==> src/rtl/ipsa_pkg.sv <==
// Shared types, constants and helper functions for the IPS patch stream applier.
// Used by every module of the block; depends on nothing else.

package ipsa_pkg;

  // Field widths
  localparam int unsigned TSIZE_W = 26;
  localparam int unsigned ADDR_W  = 25;
  localparam int unsigned COUNT_W = 25;
  localparam int unsigned ACC_W   = 24;
  localparam int unsigned RUN_W   = 16;

  // Patch format limits and markers
  localparam int unsigned MAX_PATCH_BYTES = 16777216;
  localparam int unsigned HDR_LEN         = 5;
  localparam int unsigned MIN_PATCH       = 9;
  localparam logic [ACC_W-1:0]   EOF_MARK          = 24'h454F46;
  localparam logic [TSIZE_W-1:0] TARGET_SIZE_RESET = 26'd16777216;

  // Result queue depth
  localparam int unsigned QUEUE_DEPTH = 4;

  typedef enum logic [2:0] {
    PH_HEADER,
    PH_OFFSET,
    PH_LENGTH,
    PH_RCOUNT,
    PH_RVALUE,
    PH_LITERAL
  } phase_t;

  typedef enum logic [1:0] {
    KIND_WRITE,
    KIND_FILL,
    KIND_DONE,
    KIND_FAIL
  } kind_t;

  typedef enum logic [2:0] {
    CAUSE_BAD_HEADER,
    CAUSE_BAD_LENGTH,
    CAUSE_PAST_END,
    CAUSE_TRUNCATED,
    CAUSE_ZERO_TARGET
  } cause_t;

  typedef struct packed {
    logic [7:0] patch_byte;
    logic       end_of_patch;
  } patch_t;

  typedef struct packed {
    kind_t             kind;
    logic [ADDR_W-1:0] address;
    logic [7:0]        data_value;
    logic [RUN_W-1:0]  fill_count;
    cause_t            fail_cause;
    logic              last_of_item;
  } result_t;

  // Results produced by one accepted byte, handed to the result queue
  typedef struct packed {
    logic [1:0] count;
    result_t    first;
    result_t    second;
  } push_t;

  // Expected header byte for a given position of "PATCH"
  function automatic logic [7:0] header_byte(input logic [2:0] idx);
    logic [7:0] b;
    case (idx)
      3'd0:    b = 8'h50;
      3'd1:    b = 8'h41;
      3'd2:    b = 8'h54;
      3'd3:    b = 8'h43;
      3'd4:    b = 8'h48;
      default: b = 8'h00;
    endcase
    return b;
  endfunction

  function automatic result_t make_result(
    input kind_t             k,
    input logic [ADDR_W-1:0] addr,
    input logic [7:0]        data,
    input logic [RUN_W-1:0]  cnt,
    input cause_t            cause
  );
    result_t r;
    r.kind         = k;
    r.address      = addr;
    r.data_value   = data;
    r.fill_count   = cnt;
    r.fail_cause   = cause;
    r.last_of_item = 1'b0;
    return r;
  endfunction

endpackage

==> src/rtl/ipsa_parser.sv <==
// Patch parser: header check, record field assembly, clipping and failure detection.
// Holds the parse state and the target size register; depends on ipsa_pkg.

module ipsa_parser
  import ipsa_pkg::*;
(
  input  logic               clk,
  input  logic               rst,
  input  logic               accept,
  input  patch_t             patch,
  input  logic               cfg_we,
  input  logic [TSIZE_W-1:0] cfg_data,
  output push_t              push
);

  phase_t               phase, phase_next;
  logic [2:0]           idx, idx_next;
  logic [ACC_W-1:0]     acc, acc_next;
  logic [ADDR_W-1:0]    wp, wp_next;
  logic [RUN_W-1:0]     br, br_next;
  logic [COUNT_W-1:0]   count, count_next;
  logic                 finished, finished_next;
  logic [TSIZE_W-1:0]   tsize;

  logic [COUNT_W-1:0]   cnt_inc;
  logic [2:0]           idx_inc;
  logic [ACC_W-1:0]     acc_off;
  logic [RUN_W-1:0]     acc_len;
  logic [TSIZE_W-1:0]   wp_ext;
  logic [TSIZE_W-1:0]   avail;
  logic [RUN_W-1:0]     br_dec;
  logic                 rearm;
  logic                 b_end;
  logic [7:0]           b;
  logic [1:0]           n;
  result_t              res [2];

  assign b       = patch.patch_byte;
  assign b_end   = patch.end_of_patch;
  assign cnt_inc = count + 1'b1;
  assign idx_inc = idx + 1'b1;
  assign acc_off = {acc[15:0], b};
  assign acc_len = {acc[7:0], b};
  assign wp_ext  = {1'b0, wp};
  assign avail   = tsize - wp_ext;
  assign br_dec  = (br != '0) ? br - 1'b1 : br;

  // Work out the next parse state and the results of this byte
  always_comb begin
    phase_next    = phase;
    idx_next      = idx;
    acc_next      = acc;
    wp_next       = wp;
    br_next       = br;
    count_next    = count;
    finished_next = finished;
    rearm         = 1'b0;
    n             = 2'd0;
    res[0] = make_result(KIND_DONE, '0, '0, '0, CAUSE_BAD_HEADER);
    res[1] = make_result(KIND_DONE, '0, '0, '0, CAUSE_BAD_HEADER);

    if (accept) begin
      if (finished) begin
        // drop bytes up to the end of the current patch
        rearm = b_end;
      end else begin
        if (count == '0 && tsize == '0) begin
          res[0] = make_result(KIND_FAIL, '0, '0, '0, CAUSE_ZERO_TARGET);
          n = 2'd1;
          finished_next = 1'b1;
        end else begin
          count_next = cnt_inc;
          if (cnt_inc > COUNT_W'(MAX_PATCH_BYTES) ||
              (b_end && cnt_inc < COUNT_W'(MIN_PATCH))) begin
            res[0] = make_result(KIND_FAIL, '0, '0, '0, CAUSE_BAD_LENGTH);
            n = 2'd1;
            finished_next = 1'b1;
          end else begin
            case (phase)
              PH_HEADER: begin
                if (idx >= 3'(HDR_LEN) || b != header_byte(idx)) begin
                  res[0] = make_result(KIND_FAIL, '0, '0, '0, CAUSE_BAD_HEADER);
                  n = 2'd1;
                  finished_next = 1'b1;
                end else if (idx_inc == 3'(HDR_LEN)) begin
                  phase_next = PH_OFFSET;
                  idx_next   = '0;
                  acc_next   = '0;
                end else begin
                  idx_next = idx_inc;
                end
              end
              PH_OFFSET: begin
                acc_next = acc_off;
                idx_next = idx_inc;
                if (idx_inc >= 3'd3) begin
                  if (acc_off == EOF_MARK) begin
                    res[0] = make_result(KIND_DONE, '0, '0, '0, CAUSE_BAD_HEADER);
                    n = 2'd1;
                    finished_next = 1'b1;
                  end else begin
                    wp_next    = {1'b0, acc_off};
                    phase_next = PH_LENGTH;
                    idx_next   = '0;
                    acc_next   = '0;
                  end
                end
              end
              PH_LENGTH, PH_RCOUNT: begin
                acc_next = {8'h00, acc_len};
                idx_next = idx_inc;
                if (idx_inc >= 3'd2) begin
                  idx_next = '0;
                  acc_next = '0;
                  if (phase == PH_RCOUNT) begin
                    br_next    = acc_len;
                    phase_next = PH_RVALUE;
                  end else if (acc_len == '0) begin
                    phase_next = PH_RCOUNT;
                  end else begin
                    br_next    = acc_len;
                    phase_next = PH_LITERAL;
                  end
                end
              end
              PH_RVALUE: begin
                if (br != '0) begin
                  if (wp_ext >= tsize) begin
                    res[0] = make_result(KIND_FAIL, '0, '0, '0, CAUSE_PAST_END);
                    n = 2'd1;
                    finished_next = 1'b1;
                  end else if ({10'd0, br} > avail) begin
                    // clip the run at the end of the target, then fail
                    res[0] = make_result(KIND_FILL, wp, b, avail[RUN_W-1:0],
                                         CAUSE_BAD_HEADER);
                    res[1] = make_result(KIND_FAIL, '0, '0, '0, CAUSE_PAST_END);
                    n = 2'd2;
                    finished_next = 1'b1;
                  end else begin
                    res[0] = make_result(KIND_FILL, wp, b, br, CAUSE_BAD_HEADER);
                    n = 2'd1;
                  end
                end
                br_next    = '0;
                phase_next = PH_OFFSET;
                idx_next   = '0;
                acc_next   = '0;
              end
              PH_LITERAL: begin
                if (wp_ext >= tsize) begin
                  res[0] = make_result(KIND_FAIL, '0, '0, '0, CAUSE_PAST_END);
                  n = 2'd1;
                  finished_next = 1'b1;
                end else begin
                  res[0] = make_result(KIND_WRITE, wp, b, RUN_W'(1), CAUSE_BAD_HEADER);
                  n = 2'd1;
                  wp_next = wp + 1'b1;
                  br_next = br_dec;
                  if (br_dec == '0) begin
                    phase_next = PH_OFFSET;
                    idx_next   = '0;
                    acc_next   = '0;
                  end
                end
              end
              default: begin
                res[0] = make_result(KIND_FAIL, '0, '0, '0, CAUSE_TRUNCATED);
                n = 2'd1;
                finished_next = 1'b1;
              end
            endcase

            // close the patch on its final byte
            if (!finished_next && b_end) begin
              if (phase_next == PH_OFFSET && idx_next == '0) begin
                res[n[0]] = make_result(KIND_DONE, '0, '0, '0, CAUSE_BAD_HEADER);
              end else begin
                res[n[0]] = make_result(KIND_FAIL, '0, '0, '0, CAUSE_TRUNCATED);
              end
              n = n + 2'd1;
              finished_next = 1'b1;
            end
          end
        end
        rearm = finished_next && b_end;
      end
    end

    // start afresh for the next patch
    if (rearm) begin
      phase_next    = PH_HEADER;
      idx_next      = '0;
      acc_next      = '0;
      wp_next       = '0;
      br_next       = '0;
      count_next    = '0;
      finished_next = 1'b0;
    end

    // mark the final result of this byte
    if (n == 2'd1) begin
      res[0].last_of_item = 1'b1;
    end else if (n == 2'd2) begin
      res[1].last_of_item = 1'b1;
    end
  end

  assign push.count  = n;
  assign push.first  = res[0];
  assign push.second = res[1];

  // Hold parse state and target size
  always_ff @(posedge clk) begin
    if (rst) begin
      phase    <= PH_HEADER;
      idx      <= '0;
      acc      <= '0;
      wp       <= '0;
      br       <= '0;
      count    <= '0;
      finished <= 1'b0;
      tsize    <= TARGET_SIZE_RESET;
    end else begin
      phase    <= phase_next;
      idx      <= idx_next;
      acc      <= acc_next;
      wp       <= wp_next;
      br       <= br_next;
      count    <= count_next;
      finished <= finished_next;
      if (cfg_we) begin
        tsize <= cfg_data;
      end
    end
  end

endmodule

==> src/rtl/ipsa_result_queue.sv <==
// Result queue: takes up to two results per cycle, hands out one per beat.
// Parts the parser from the output channel; depends on ipsa_pkg.

module ipsa_result_queue
  import ipsa_pkg::*;
(
  input  logic    clk,
  input  logic    rst,
  input  push_t   push,
  output logic    full,
  output logic    result_valid,
  input  logic    result_stall,
  output result_t result
);

  localparam int unsigned PTR_W = $clog2(QUEUE_DEPTH);
  localparam int unsigned CNT_W = $clog2(QUEUE_DEPTH + 1);

  result_t            entries [QUEUE_DEPTH];
  logic [PTR_W-1:0]   wr_ptr;
  logic [PTR_W-1:0]   rd_ptr;
  logic [CNT_W-1:0]   count;
  logic               pop;
  logic [PTR_W-1:0]   wr_ptr_plus;

  assign pop          = result_valid && !result_stall;
  assign wr_ptr_plus  = wr_ptr + 1'b1;
  assign result_valid = (count != '0);
  assign result       = entries[rd_ptr];
  // stall the input unless two free slots remain
  assign full         = (count > CNT_W'(QUEUE_DEPTH - 2));

  // Store pushed results
  always_ff @(posedge clk) begin
    if (push.count != 2'd0) begin
      entries[wr_ptr] <= push.first;
    end
    if (push.count == 2'd2) begin
      entries[wr_ptr_plus] <= push.second;
    end
  end

  // Advance pointers and fill level
  always_ff @(posedge clk) begin
    if (rst) begin
      wr_ptr <= '0;
      rd_ptr <= '0;
      count  <= '0;
    end else begin
      wr_ptr <= wr_ptr + PTR_W'(push.count);
      rd_ptr <= rd_ptr + PTR_W'(pop);
      count  <= count + CNT_W'(push.count) - CNT_W'(pop);
    end
  end

endmodule

==> src/rtl/ips_patch_stream_applier.sv <==
// Top level of the IPS patch stream applier.
// Instantiates ipsa_parser and ipsa_result_queue; depends on ipsa_pkg.
//
// Usage:
//   patch channel  : one patch byte per beat (patch_valid / patch_stall), with
//                    end_of_patch set on the last byte of each patch.
//   result channel : write, fill, done and fail results (result_valid /
//                    result_stall); last_of_item marks the last result of a byte.
//   cfg channel    : writes target_size (cfg_valid / cfg_ready); always ready.
// Timing:
//   Each byte is parsed in the cycle it is accepted; its results are registered
//   in the result queue behind any still held. One byte per cycle is taken as
//   long as the four-entry result queue has room for two more results, so the
//   sustained rate is one byte per cycle, limited only by the single read port
//   of the result queue when bytes make two results or the receiver stalls.
// Reset:
//   rst clears the parser to wait for a header, empties the queue and sets
//   target_size to 16777216. A stalled receiver fills the queue, and
//   patch_stall rises once fewer than two entries are free, until it drains.

module ips_patch_stream_applier
  import ipsa_pkg::*;
(
  input  logic               clk,
  input  logic               rst,
  input  logic               patch_valid,
  output logic               patch_stall,
  input  patch_t             patch,
  output logic               result_valid,
  input  logic               result_stall,
  output result_t            result,
  input  logic               cfg_valid,
  output logic               cfg_ready,
  input  logic [TSIZE_W-1:0] cfg_data
);

  logic  accept;
  logic  full;
  push_t push;

  assign cfg_ready   = 1'b1;
  assign patch_stall = full;
  assign accept      = patch_valid && !patch_stall;

  ipsa_parser u_parser (
    .clk      (clk),
    .rst      (rst),
    .accept   (accept),
    .patch    (patch),
    .cfg_we   (cfg_valid && cfg_ready),
    .cfg_data (cfg_data),
    .push     (push)
  );

  ipsa_result_queue u_queue (
    .clk          (clk),
    .rst          (rst),
    .push         (push),
    .full         (full),
    .result_valid (result_valid),
    .result_stall (result_stall),
    .result       (result)
  );

endmodule

==> config.mk <==
export PLATFORM = sky130hd
export DESIGN_NAME = ips_patch_stream_applier
export DESIGN_NICKNAME = d
export VERILOG_FILES = /design/src/rtl/ipsa_pkg.sv /design/src/rtl/ipsa_parser.sv /design/src/rtl/ipsa_result_queue.sv /design/src/rtl/ips_patch_stream_applier.sv
export SDC_FILE = /design/constraint.sdc
export NUM_CORES = 1
export LEC_CHECK = 0
export ABC_AREA = 1
export BUFFER_PORTS_ARGS = -buffer_cell sky130_fd_sc_hd__buf_4
export CAP_MARGIN = 5
export CORE_AREA = 8 8 267 269
export DETAILED_ROUTE_END_ITERATION = 16
export DIE_AREA = 0 0 275 277
export GPL_TIMING_DRIVEN = 0
export HOLD_SLACK_MARGIN = 0.08
export PLACE_DENSITY = 0.55
export SLEW_MARGIN = 40
export SYNTH_ARGS = -nofsm -noshare
export SYNTH_HDL_FRONTEND = slang
export SYNTH_SLANG_ARGS = --single-unit
export TNS_END_PERCENT = 1
==> constraint.sdc <==
create_clock -name clk -period 5.8 [get_ports clk]
set_clock_uncertainty 0.2 [all_clocks]
set_input_delay 0.87 -clock clk [delete_from_list [all_inputs] [get_ports clk]]
set_output_delay 0.87 -clock clk [all_outputs]
set_load 0.02 [all_outputs]
-- Yosys cells after proc, flatten, opt, wreduce, memory -nomap -nowiden
Memories as Yosys holds them, arrays and structs flattened. A register that Yosys moved wholly into a read port is not among the register bits.
Index checks and enable logic that the tools add are counted.
- output and inout bits: 58
- memories kept: 1
- bits of input ports: 40
- word-level logic and storage cells: 221
- flip-flop bits (word level): 122
- memory bits (writable): 220
- memory list (name ; words ; width ; rd ports ; clocked after memory_dff ; wr ports ; line ; RTL):
    u_queue.entries ; 4 ; 55 ; 1 ; 1 ; 2 ; ipsa_result_queue.sv:19 ; result_t entries [QUEUE_DEPTH];
- mux-type cells: 121
- reduce and logical (&&, ||, !) cells: 34
- add/subtract/negate cells: 11
- $lt $le $gt $ge: 10
- bitwise logic cells: 10
- eq/ne operators: 23
- operator list (cell ; count):
    2-to-1 mux 55 bit ; 17
    2-to-1 mux 110 bit ; 5
    case mux 55 bit (4 select lines) ; 1
    2-to-1 mux 16 bit ; 12
    AND 108 bit ; 1
    2-to-1 mux 54 bit ; 2
    inverter 108 bit ; 1
    AND 102 bit ; 1
    inverter 102 bit ; 1
    case mux 16 bit (5 select lines) ; 1
    2-to-1 mux 25 bit ; 3
    2-to-1 mux 3 bit ; 24
    demux 55 bit (select 1 bit) ; 1
    adder 25 x 1 -> 25 bit (second input constant) ; 2
    case mux 25 bit (2 select lines) ; 1
    case mux 16 bit (3 select lines) ; 1
    2-to-1 mux 8 bit ; 5
    case mux 7 bit (5 select lines) ; 1
    zero test 16 bit ; 2
    case mux 3 bit (5 select lines) ; 2
    2-to-1 mux 1 bit ; 28
    2-to-1 mux 2 bit ; 14
    greater-or-equal comparator 25 x 26 -> 1 bit ; 1
    > comparator 16 x 26 -> 1 bit ; 1
    48 further kinds ; 81

-- Logic depth before layout (Yosys ltp)
- word-level depth: 31
- gate-level depth with buffers: 34

-- By module
Synthesis repeated with hierarchy kept, for this count alone.
- cells, all modules: 2927
- area, all modules: 21862.2 µm²
- by module, submodules not included (module ; area each (µm²) ; cells each ; instances):
    ipsa_result_queue ; 11272.1 ; 1143 ; 1
    ipsa_parser ; 10568.9 ; 1780 ; 1
    ips_patch_stream_applier ; 21.3 ; 4 ; 1

-- Worst setup path after synthesis
OpenSTA, ideal clock, no wires.
- path kind: flip-flop to flip-flop
- from: register u_parser.wp[0]
- to: memory u_queue.entries[0][0] in the netlist's numbering, enable pin
- slack: 654 ps
- path buffers: 0
- period minus slack after synthesis: 5146 ps
- data arrival time: 4532 ps
- cell stages (with the launch flop): 28
- path through: dfxtp_1 > ha_1 > inv_1 > fa_1 > nand2_1 > nand2_1 > nand3_1 > nand2_1 > a31oi_1 > xnor2_1 > inv_1 > ha_1 > nand2_1 > inv_1 > nand3_1 > nor2_1 > nand2_1 > nand3_1 > nor2_1 > nand2_1 > nor2_1 > and2_1 > nand4_1 > nand2_1 > nand3_4 > nand2_1 > nand2_1 > nand2_1
- RTL lines (item ; line ; RTL):
    start: declaration ; ipsa_parser.sv:19 ; logic [ADDR_W-1:0] wp, wp_next;
    start signal: assignment ; ipsa_parser.sv:227 ; wp <= wp_next;
    end: declaration ; ipsa_result_queue.sv:19 ;

==> metrics.md <==
| Metric | Value |
|---|---|
| Status | complete, no violations |
| RePlAce Congestion | 0.9712 |
| Routed vias | around 18000 |
| Slew Viols, Final | 0 |
| Chip width | 275 µm |
| First-pass GRT wire length | 105300 µm |
| Initial antenna violation count | 2 |
| Async SR Flop Fraction | 0% |
| Post-synth EDFFs | 220 |
| Tot Pwr | 9823 µW |
| Post-synth cell types | 50 |
| Htree depth | 2 |
| Via/cell ratio | 5.001 |
| Worst Setup End Kind | flip-flop |
| Min-delay worst type | flip-flop to flip-flop |
| Clock latency on the worst-skew pair | around 0.58 ns |
| Endpoints failing hold | 0 |
| Root buf cell | clkbuf_16 |
| Critical path class | flip-flop to flip-flop |
| Worst Tran Pin Value | 0.8011 ns |
| Count leader, synth | nor2_1 |
| F_max | 0.1804 GHz |
| Drt first pass iters | 5 |
| Synthesized area per cell | ~7.6 µm² |
| Global route overflow | 0 |
| TritonCTS Sinks | 342 |
| Reg clk slew, reported paths | ~0.06 ns |
| Core area | 0.06680 mm² |
| Max_slew headroom | 46.59% |
| Die Y-Extent | roughly 280 µm |
| Max stage delay on crit path | ~0.47 ns |
| Crit path DAT | 5.60 ns |
| Post-route setup TNS | 0 ns |
| Number of cells on the worst hold path | 2 |
| Count of state elements after synthesis | 342 |
| Remaining DRCs | 0 |
| R2r worst-path depth | 28 |
| Clock Tree Buf Depth | 3 |
| Initial core utilization | 29.67% |
| Share of cells above drive strength 1 | 9.383% |
| Critical path startpoint category | flip-flop |
| Register area share after synthesis | a little under half |
| Syn_nets | 2694 |
| Max-cap violations | 0 |
| Synth top area cells | edfxtp_1, dfxtp_1, nor2_1, nand2_1, o21ai_0 |
| Peak VDD IR | just under 0.2 mV |
| Post-synth top area share | about 33% |
| Filler cells | 7165 |
| Startpoint of the worst hold path | u_parser.tsize[24] |
| Unrepaired setup endpoints after global routing | true |
| Yosys Warn Count | 0 |
| Synth top cells by count | nor2_1, nand2_1, inv_1, o21ai_0, edfxtp_1 |
| P&R area growth vs syn | 17.37% |
| DRT iter0 DRCs | 1726 |
| TritonCTS Buffers | 40 |
| Final Cycle Share | a little over nine tenths |
| Syn Std Cell Area | 0.01982 mm² |
| Antenna cells | 0 |
| Critical path peak fanout | 28 |
| Most used cell, CP | nand2_1 |
| Final setup viols | 0 |
| Minimum clock period | 5.544 ns |
| Vias in the first global route | 17660 |
| Yosys top cell by area | edfxtp_1 |
| Critical path required time | 5.86 ns |
| Pin count of the biggest net entering global routing | 30 |
| Mapped Cells | between 2000 and 3000 |
| Reg2reg end | u_queue.entries[1][2] |
| Critical R2R Launch | u_parser.wp[1] |
| Wire length per cell | 18.76 µm |
| Most used DFF post-synth | edfxtp_1 |
| PortBufs | 96 |
| Total Wirelength | 68350 µm |
| Site Rows | 95 |
| Fin nets | around 2800 |
| Full die area | 0.07618 mm² |
| All-Layer GR Usage | 17.63% |
| TritonCTS clock tree | built |
| Hold path endpoint | u_parser.tsize[24] |
| Quantity of hold-fixing buffers added after cts | 0 |
| Slowest-stage cell, CP | dfxtp_1 |
| Hpwl dp | 51280 µm |
| Pwr dens | 422.3 mW/mm² |
| ANT nets after route | 0 |
| Ports | 98 |
| LEAKAGE | 0.009658 µW |
| Reg2reg setup slack | around 0.26 ns |
-- worst max-delay path, delay by kind of cell, from the launching register on --
kind                       cells  cell delay, ns
DFF                            1            0.47
and+or+nand+nor               21            3.01
adders and majority gates      2            0.65
xor gates and xnor gates       1            0.28
buffers and inverters          4            0.63
-- kinds of logic (layout without fill, tap and decap cells) --
| group | after synthesis | in the layout | share of synthesized area [%] |
|---|---|---|---|
| and+or+nand+nor | 1309 | 1310 | 28.22 |
| AOI/OAI and AO/OA | 454 | 454 | 12.41 |
| buffers and inverters | 376 | 551 | 7.506 |
| DFF | 342 | 342 | 45.65 |
| adders and majority gates | 59 | 59 | 3.800 |
| xor gates and xnor gates | 54 | 54 | 2.386 |
| other | 1 | 1 | 0.01892 |
-- what timing repair did --
item,CTS,global route
resized for setup,10,8
pin swaps,3,1
cloned,1,0
setup buffers,2,2
endpoints found under the setup margin,300,209
-- where the power goes --
group,internal (µW),total [µW],leakage (µW),switching [µW]
clock,1560,2630,0.000656,1060
combinational,1260,4030,0.00604,2770
sequential,2980,3160,0.00296,183
-- how the worst max path moves through the flow --
stage                   start                      to  slack, ns  cells past startpoint
4_1_cts        u_parser.wp[2]  u_queue.entries[3][53]       0.04                     24
3_3_place_gp   u_parser.wp[2]  u_queue.entries[3][16]      -2.20                     29
2_1_floorplan  u_parser.wp[0]   u_queue.entries[0][0]       0.65                     27
6_report       u_parser.wp[1]   u_queue.entries[1][2]       0.26                     28
5_1_grt        u_parser.wp[2]   u_queue.entries[1][2]       -0.1                     28
3_5_place_dp   u_parser.wp[2]  u_queue.entries[3][15]      -0.39                     30
-- cells in the final DEF, fill, tap and decap left out, drive strengths merged --
cell type	count
o31ai	2
nand4	47
nor2	568
and2	2
o21bai	2
nor3	47
o211ai	3
nor4	13
buf	140
nand3b	4
xnor2	9
conb	1
dfxtp	122
edfxtp	220
nor3b	2
a31oi	1
clkinv	14
o22ai	87
o21ai	238
ha	57
inv	262
or2	2
a21oi	100
xor2	45
fa	2
a211oi	18
o21a	3
bufinv	4
clkbuf	131
or3	1
nand3	131
nand2	493
-- area by class of cell --
cell class,count,area (µm²),area share (%)
inverters,268,1006,4.324
multi-input cells,1878,9417,40.48
flip-flops and latches,342,9052,38.91
clock inverters,12,197.7,0.8498
repair buffers,105,865.8,3.722
clock buffers,58,1150,4.943
well taps,873,1092,4.696
plain buffers,108,481.7,2.071
-- metrics by stage --
step | worst slack [ns] | hold WS, ns | instances | util (%) | cell area [µm²]
2_1_floorplan | 0.6544 | 0.2589 | 2595 | - | 19820
3_3_place_gp | -2.196 | 0.2915 | 3564 | 32.38 | 21630
3_5_place_dp | -0.3857 | 0.2950 | 3569 | 32.58 | 21770
4_1_cts | 0.04444 | 0.2869 | 3642 | 34.73 | 23200
5_1_grt | -0.09592 | 0.3164 | 3644 | 34.82 | 23260
6_report | 0.2562 | 0.2987 | 3644 | 34.82 | 23260
-- sequential cells by signal, summed over array words and instances (netlist names) --
| signal | count |
|---|---|
| u_queue.entries | 220 |
| u_parser.tsize | 26 |
| u_parser.count | 25 |
| u_parser.wp | 25 |
| u_parser.acc | 16 |
| u_parser.br | 16 |
| u_parser.idx | 3 |
| u_parser.phase | 3 |
| u_queue.count | 3 |
| u_queue.rd_ptr | 2 |
| u_queue.wr_ptr | 2 |
| u_parser.finished | 1 |
-- per-layer routing --
| layer | GRT usage (%) | routed length, µm | vias up |
|---|---|---|---|
| met5 | 0 | 13 | - |
| met4 | 5.120 | 1823 | 2 |
| met3 | 2.538 | 3916 | 109 |
| met2 | 29.21 | 31780 | 547 |
| met1 | 23.62 | 30810 | 8600 |
| li1 | - | - | 8966 |
Power figures use the tool's default switching activity.
